File: src/rtl/ecpq_pkg.sv
// Package with the types and constants of the event calendar.
`default_nettype none
package ecpq_pkg;

    localparam int TIME_BITS     = 24;
    localparam int KIND_BITS     = 4;
    localparam int INFO_BITS     = 8;
    localparam int FILL_BITS     = 5;
    localparam int DEPTH_DEFAULT = 16;

    localparam logic OP_INSERT = 1'b0;
    localparam logic OP_REMOVE = 1'b1;

    typedef logic [FILL_BITS-1:0] t_fill;

    typedef struct packed {
        logic                 operation;
        logic [TIME_BITS-1:0] event_time;
        logic [KIND_BITS-1:0] event_kind;
        logic [INFO_BITS-1:0] event_info;
    } t_in_item;

    typedef struct packed {
        logic                 out_valid;
        logic [TIME_BITS-1:0] out_time;
        logic [KIND_BITS-1:0] out_kind;
        logic [INFO_BITS-1:0] out_info;
        logic                 was_empty;
        logic                 overflow;
        t_fill                fill_level;
    } t_out_item;

    // One stored event as it sits in a cell.
    typedef struct packed {
        logic [TIME_BITS-1:0] time_stamp;
        logic [KIND_BITS-1:0] kind;
        logic [INFO_BITS-1:0] info;
    } t_entry;

    // Operation broadcast to every cell of the chain.
    typedef struct packed {
        logic ins;
        logic rem;
    } t_cell_ctl;

endpackage
`default_nettype wire

File: src/rtl/ecpq_cell.sv
// One calendar cell: holds an event and trades it with its neighbors.
`default_nettype none
module ecpq_cell import ecpq_pkg::*; (
    input  wire logic      i_clk,
    input  wire t_cell_ctl i_ctl,
    input  wire t_entry    i_new,
    input  wire t_entry    i_left,
    input  wire logic      i_left_gt,
    input  wire logic      i_left_occ,
    input  wire t_entry    i_right,
    input  wire logic      i_occ,
    output t_entry         o_entry,
    output logic           o_gt
);

    t_entry r_entry;
    t_entry n_entry;

    // A cell is "greater" when it holds an event strictly later than the new one.
    // Since the chain is sorted, the greater cells form a tail.
    assign o_gt    = i_occ && (r_entry.time_stamp > i_new.time_stamp);
    assign o_entry = r_entry;

    always_comb begin
        n_entry = r_entry;
        if (i_ctl.ins) begin
            if (i_left_gt) begin
                n_entry = i_left;
            end else if ((o_gt || !i_occ) && i_left_occ) begin
                n_entry = i_new;
            end
        end else if (i_ctl.rem) begin
            n_entry = i_right;
        end
    end

    always_ff @(posedge i_clk) begin
        r_entry <= n_entry;
    end

endmodule
`default_nettype wire

File: src/rtl/event_calendar_priority_queue_top.sv
// Top level of the event calendar: a sorted chain of cells and its fill count.
//
//   channel   direction  handshake            payload
//   command   in         i_start, o_busy      i_item   (t_in_item)
//   result    out        o_done (strobe)      o_result (t_out_item)
//
// Every accepted transaction gives one result on the cycle after it is taken.
// A new transaction can be taken in every cycle while o_busy is low, as every cell
// of the chain does its compare and shift at once.
// o_busy is high during reset and in the cycle after it; no clearing pass runs.
// The result strobe cannot be stalled by the receiver.
`default_nettype none
module event_calendar_priority_queue_top import ecpq_pkg::*; #(
    parameter int DEPTH = DEPTH_DEFAULT
) (
    input  wire logic     i_clk,
    input  wire logic     i_rst_n,
    input  wire logic     i_start,
    input  wire t_in_item i_item,
    output logic          o_busy,
    output logic          o_done,
    output t_out_item     o_result
);

    localparam int CNT_W = $clog2(DEPTH + 1);

    logic [CNT_W-1:0] r_count;
    logic [CNT_W-1:0] n_count;
    logic             r_busy;
    logic             r_done;
    t_out_item        r_result;
    t_out_item        n_result;

    logic      accept;
    logic      is_full;
    logic      is_empty;
    t_cell_ctl ctl;
    t_entry    new_entry;

    t_entry entry [DEPTH];
    logic   gt    [DEPTH];
    logic   occ   [DEPTH];

    assign accept   = i_start && !o_busy;
    assign is_full  = (r_count == CNT_W'(DEPTH));
    assign is_empty = (r_count == '0);

    assign ctl.ins = accept && (i_item.operation == OP_INSERT) && !is_full;
    assign ctl.rem = accept && (i_item.operation == OP_REMOVE) && !is_empty;

    assign new_entry.time_stamp = i_item.event_time;
    assign new_entry.kind       = i_item.event_kind;
    assign new_entry.info       = i_item.event_info;

    for (genvar gi = 0; gi < DEPTH; gi++) begin : g_cell
        assign occ[gi] = (CNT_W'(gi) < r_count);

        if (gi == 0) begin : g_head
            ecpq_cell u_cell (
                .i_clk      (i_clk),
                .i_ctl      (ctl),
                .i_new      (new_entry),
                .i_left     (new_entry),
                .i_left_gt  (1'b0),
                .i_left_occ (1'b1),
                .i_right    (entry[(gi + 1) % DEPTH]),
                .i_occ      (occ[gi]),
                .o_entry    (entry[gi]),
                .o_gt       (gt[gi])
            );
        end else if (gi == DEPTH - 1) begin : g_tail
            ecpq_cell u_cell (
                .i_clk      (i_clk),
                .i_ctl      (ctl),
                .i_new      (new_entry),
                .i_left     (entry[gi - 1]),
                .i_left_gt  (gt[gi - 1]),
                .i_left_occ (occ[gi - 1]),
                .i_right    ('0),
                .i_occ      (occ[gi]),
                .o_entry    (entry[gi]),
                .o_gt       (gt[gi])
            );
        end else begin : g_mid
            ecpq_cell u_cell (
                .i_clk      (i_clk),
                .i_ctl      (ctl),
                .i_new      (new_entry),
                .i_left     (entry[gi - 1]),
                .i_left_gt  (gt[gi - 1]),
                .i_left_occ (occ[gi - 1]),
                .i_right    (entry[gi + 1]),
                .i_occ      (occ[gi]),
                .o_entry    (entry[gi]),
                .o_gt       (gt[gi])
            );
        end
    end

    always_comb begin
        n_count = r_count;
        if (ctl.ins) begin
            n_count = r_count + CNT_W'(1);
        end else if (ctl.rem) begin
            n_count = r_count - CNT_W'(1);
        end
    end

    always_comb begin
        n_result            = '0;
        n_result.fill_level = t_fill'(n_count);
        if (i_item.operation == OP_INSERT) begin
            n_result.overflow = is_full;
        end else begin
            n_result.was_empty = is_empty;
            if (!is_empty) begin
                n_result.out_valid = 1'b1;
                n_result.out_time  = entry[0].time_stamp;
                n_result.out_kind  = entry[0].kind;
                n_result.out_info  = entry[0].info;
            end
        end
    end

    always_ff @(posedge i_clk) begin
        if (!i_rst_n) begin
            r_count <= '0;
            r_busy  <= 1'b1;
            r_done  <= 1'b0;
        end else begin
            r_count <= n_count;
            r_busy  <= 1'b0;
            r_done  <= accept;
        end
    end

    always_ff @(posedge i_clk) begin
        if (accept) begin
            r_result <= n_result;
        end
    end

    // Busy also covers the reset cycles themselves, so no transaction is taken then.
    assign o_busy   = r_busy || !i_rst_n;
    assign o_done   = r_done;
    assign o_result = r_result;

endmodule
`default_nettype wire

File: config.mk
export PLATFORM = sky130hd
export DESIGN_NAME = event_calendar_priority_queue_top
export DESIGN_NICKNAME = d
export VERILOG_FILES = /design/src/rtl/ecpq_pkg.sv /design/src/rtl/ecpq_cell.sv /design/src/rtl/event_calendar_priority_queue_top.sv
export SDC_FILE = /design/constraint.sdc
export NUM_CORES = 2
export LEC_CHECK = 0
export ABC_AREA = 0
export BUFFER_PORTS_ARGS = -buffer_cell sky130_fd_sc_hd__buf_2
export CAP_MARGIN = 20
export CORE_AREA = 2 2 357 253
export CTS_BUF_LIST = sky130_fd_sc_hd__clkbuf_4 sky130_fd_sc_hd__clkbuf_8
export CTS_CLUSTER_DIAMETER = 100
export CTS_CLUSTER_SIZE = 8
export DETAILED_ROUTE_END_ITERATION = 6
export DIE_AREA = 0 0 359 255
export GPL_TIMING_DRIVEN = 0
export SETUP_SLACK_MARGIN = 0.5
export SLEW_MARGIN = 0
export SYNTH_ARGS = -nofsm -noshare
export SYNTH_HDL_FRONTEND = slang
export SYNTH_SLANG_ARGS = --single-unit
export TNS_END_PERCENT = 100
File: constraint.sdc
create_clock -name i_clk -period 9.35 [get_ports i_clk]
set_input_delay 0.935 -clock i_clk [delete_from_list [all_inputs] [get_ports i_clk]]
set_output_delay 0.935 -clock i_clk [all_outputs]
set_load 0.01 [all_outputs]
==> flow_summary.ini <==
[status]
status = complete, no violations

[route]
wire_per_inst_um = 27.7
first_pass_iters = 6
wl_um = 145000
antenna_left = 0
via_per_inst = 6.41
drc_errors = 0
drt_iter0_drc = 4999
num_vias = 33579

[timing]
drv_slew = 0
period_share = 0.659
tns_ns = 0
rsz0062_at_grt = false
max_freq_mhz = 162
worst_slew_pin_slew_ns = 1.22
whs_ns = 0.415
finalClockSkew_ns = 0.0345
slew_headroom = 0.184
finalCriticalPeriod_ns = 6.16
finalHoldViolations = 0
setup-violations-final = 0

[logic_synthesis]
syn-num-nets = 4292
synth_ff_type = edfxtp_1
synth_edf_count = 620
avgSynthCellArea_um2 = 10.2
ys_ff_latch = 627
syn_area_um2 = 39400
yosys_warnings = 0
ys_types = 69
ys_seq_area_frac = 0.476
async_flop_share = 0
syn_inst = 3865

[job]
max_cap_viol_count = 0

[pwr]
p_per_area_nw_per_um2 = 136
ir_drop_v = 0.0000992
leakage_nw = 17.4

[worst_setup_path]
cp.arrival_ns = 6.62
max_stage_delay_ns = 0.95
worst_path_most_repeated_cell = clkbuf_1
r2r_setup_slack_ns = 3.19
worstPathMaxFanout = 20
critPathKind = register to register
r2r-start = r_count[0]
cp-end-kind = register
reg2reg_to = g_cell[15].g_tail.u_cell.o_entry[28]
reg2regPathDepth = 12
crit_chain = clkbuf_1, inv_1, ha_1, nand2b_1, nor3b_1, nor3_1, buf_2, clkbuf_1, clkbuf_1, a21oi_1, a21oi_4, buf_16
cp-start-kind = register
required_ns = 9.80
cp_slowest_cell = clkbuf_1

[placement]
dpl.hpwl_um = 116000
port_buffers = 50
routabilityCongestion = 1.02
dp.cells = 5119

[finish]
area_delta_synth_final_pct = 10.1
final_cells = 5240
regArea_um2 = 18800
fillers = 8297
layout-drive-gt1-share = 0.0667
multi_input_area_um2 = 19500
nets = 4466

[floorplan]
core_area_um2 = 88800
die_height_um = 255
die_width_um = 359
start_util = 0.444
design.die.area_um2 = 91500
ios = 86
rows = 92

[global_routing]
antenna_found_initial = 3
grt_pass1_wl_um = 208000
grt_overflow = 0
grt_max_degree = 48
grt_util_all_layers = 0.309
grt_pass1_vias = 30854

[clock_network]
clockBufferDepth = 3
ctsResizeCount = 0
worst_skew_pair.late_latency_ns = 0.78
clock-sinks = 627
ctsHoldBuffers = 0
cts.reportedPaths.clkPinSlew_ns = 0.06
htreeDepth = 3
cts_setup_buffers = 0
cts_buffers = 88
tritoncts = done
root_buffer = clkbuf_8

[worst_hold_path]
hold_path_class = primary input to register
holdPathEnd = r_busy
whs_path_depth = 2
hp-start = i_rst_n
## cell families after synthesis
family,after synthesis,synth area share
xor gates and xnor gates,3,0.000667
buffers and inverters,337,0.0342
muxes,247,0.0628
AOI/OAI and AO/OA,1008,0.157
and+or+nand+nor,1256,0.146
DFF,627,0.476
adders and majority gates,387,0.123
## registers in the layout, indices dropped and copies added, names as in the netlist
register,count
g_cell.g_mid.u_cell.o_entry,504
o_result,44
g_cell.g_head.u_cell.o_entry,36
g_cell.g_tail.u_cell.o_entry,36
r_count,5
o_done,1
r_busy,1
## Yosys cell counts, types with 3 or more instances
master / count / area [um^2]
o21ai_1: 9 / 45.0
and4_1: 3 / 26.3
nor2_1: 108 / 405
or2_2: 5 / 31.3
a21oi_1: 231 / 1160
o21a_1: 6 / 45.0
a31oi_1: 69 / 432
o31ai_1: 7 / 52.6
a221o_1: 4 / 40.0
nand4_1: 228 / 1430
dfxtp_1: 7 / 140
o31a_1: 6 / 52.6
and3_1: 4 / 25.0
buf_4: 7 / 52.6
o221ai_1: 5 / 43.8
buf_1: 19 / 71.3
nor4_1: 13 / 81.3
nor2b_1: 18 / 113
edfxtp_1: 620 / 18600
nand2b_1: 6 / 37.5
a21o_1: 38 / 285
o211ai_1: 244 / 1830
a221oi_1: 3 / 26.3
clkbuf_1: 230 / 863
a2111oi_0: 3 / 26.3
nand3_1: 111 / 556
nand2_1: 680 / 2550
nor3_1: 15 / 75.1
buf_2: 33 / 165
a22oi_1: 8 / 60.1
a21boi_0: 10 / 75.1
mux2i_1: 247 / 2470
o21ai_0: 320 / 1600
ha_1: 387 / 4840
o311ai_0: 5 / 43.8
a211oi_1: 16 / 120
o22ai_1: 3 / 18.8
and2_1: 50 / 313
inv_1: 46 / 173
## critical path, delay by kind of cell, from the launching register on
family | cells | cell delay (ns)
fa+ha+maj | 1 | 0.44
flops | 1 | 0.37
compound gates | 2 | 1.00
simple gates | 3 | 0.58
buf+inv | 6 | 3.43
## per-layer routing
metal / share of wire / track usage / routed length, um / vias up
met5: 0 / 0 / 0 / -
li1: - / - / - / 15080
met2: 0.39 / 0.422 / 56300 / 2104
met1: 0.46 / 0.484 / 66500 / 16213
met3: 0.13 / 0.0806 / 19500 / 182
met4: 0.018 / 0.0644 / 2660 / 0
## where the power goes
group	switching (mW)	internal, mW
sequential	0.0343	3.13
combinational	0.464	0.203
clock	1.13	0.934
## final cells by class
type / count / share of cell area
multi-input combinational: 2901 / 0.449
sequential: 627 / 0.433
tap: 1175 / 0.0339
clock buffer: 107 / 0.0314
buffer: 291 / 0.0271
timing repair buffer: 84 / 0.0203
inverter: 46 / 0.00398
clock inverter: 7 / 0.00136
antenna: 2 / 0.000115
## worst max-delay path by stage
stage,start,end,slack [ns],cells after the start
after global placement,i_item[35],g_cell[9].g_mid.u_cell.o_entry[6],-1.76,10
after global routing,r_count[0],g_cell[15].g_tail.u_cell.o_entry[29],3.20,12
after CTS,r_count[0],g_cell[15].g_tail.u_cell.o_entry[29],3.61,12
after detailed placement,i_item[35],g_cell[5].g_mid.u_cell.o_entry[7],2.88,12
after floorplan,i_item[35],g_cell[9].g_mid.u_cell.o_entry[0],2.15,10
final,r_count[0],g_cell[15].g_tail.u_cell.o_entry[28],3.19,12
## cells in the final DEF (no fill, tap or decap), drive strengths merged, types with 145 or more instances in the layout
cell    instances
a21oi         231
edfxtp        620
o21ai         329
buf           145
o211ai        244
clkbuf        337
nand2         680
ha            387
nand4         228
mux2i         247
## metrics by stage
stage | instance area, um^2 | util | setup slack [ns] | total power, mW
floorplan | 39400 | - | 2.15 | 3.61
global placement | 41100 | 0.463 | -1.76 | 3.83
detailed placement | 41900 | 0.472 | 2.88 | 3.86
CTS | 43300 | 0.488 | 3.61 | 5.87
global route | 43400 | 0.489 | 3.20 | 6.06
finish | 43400 | 0.489 | 3.19 | 5.89
Power figures use the tool's default switching activity.
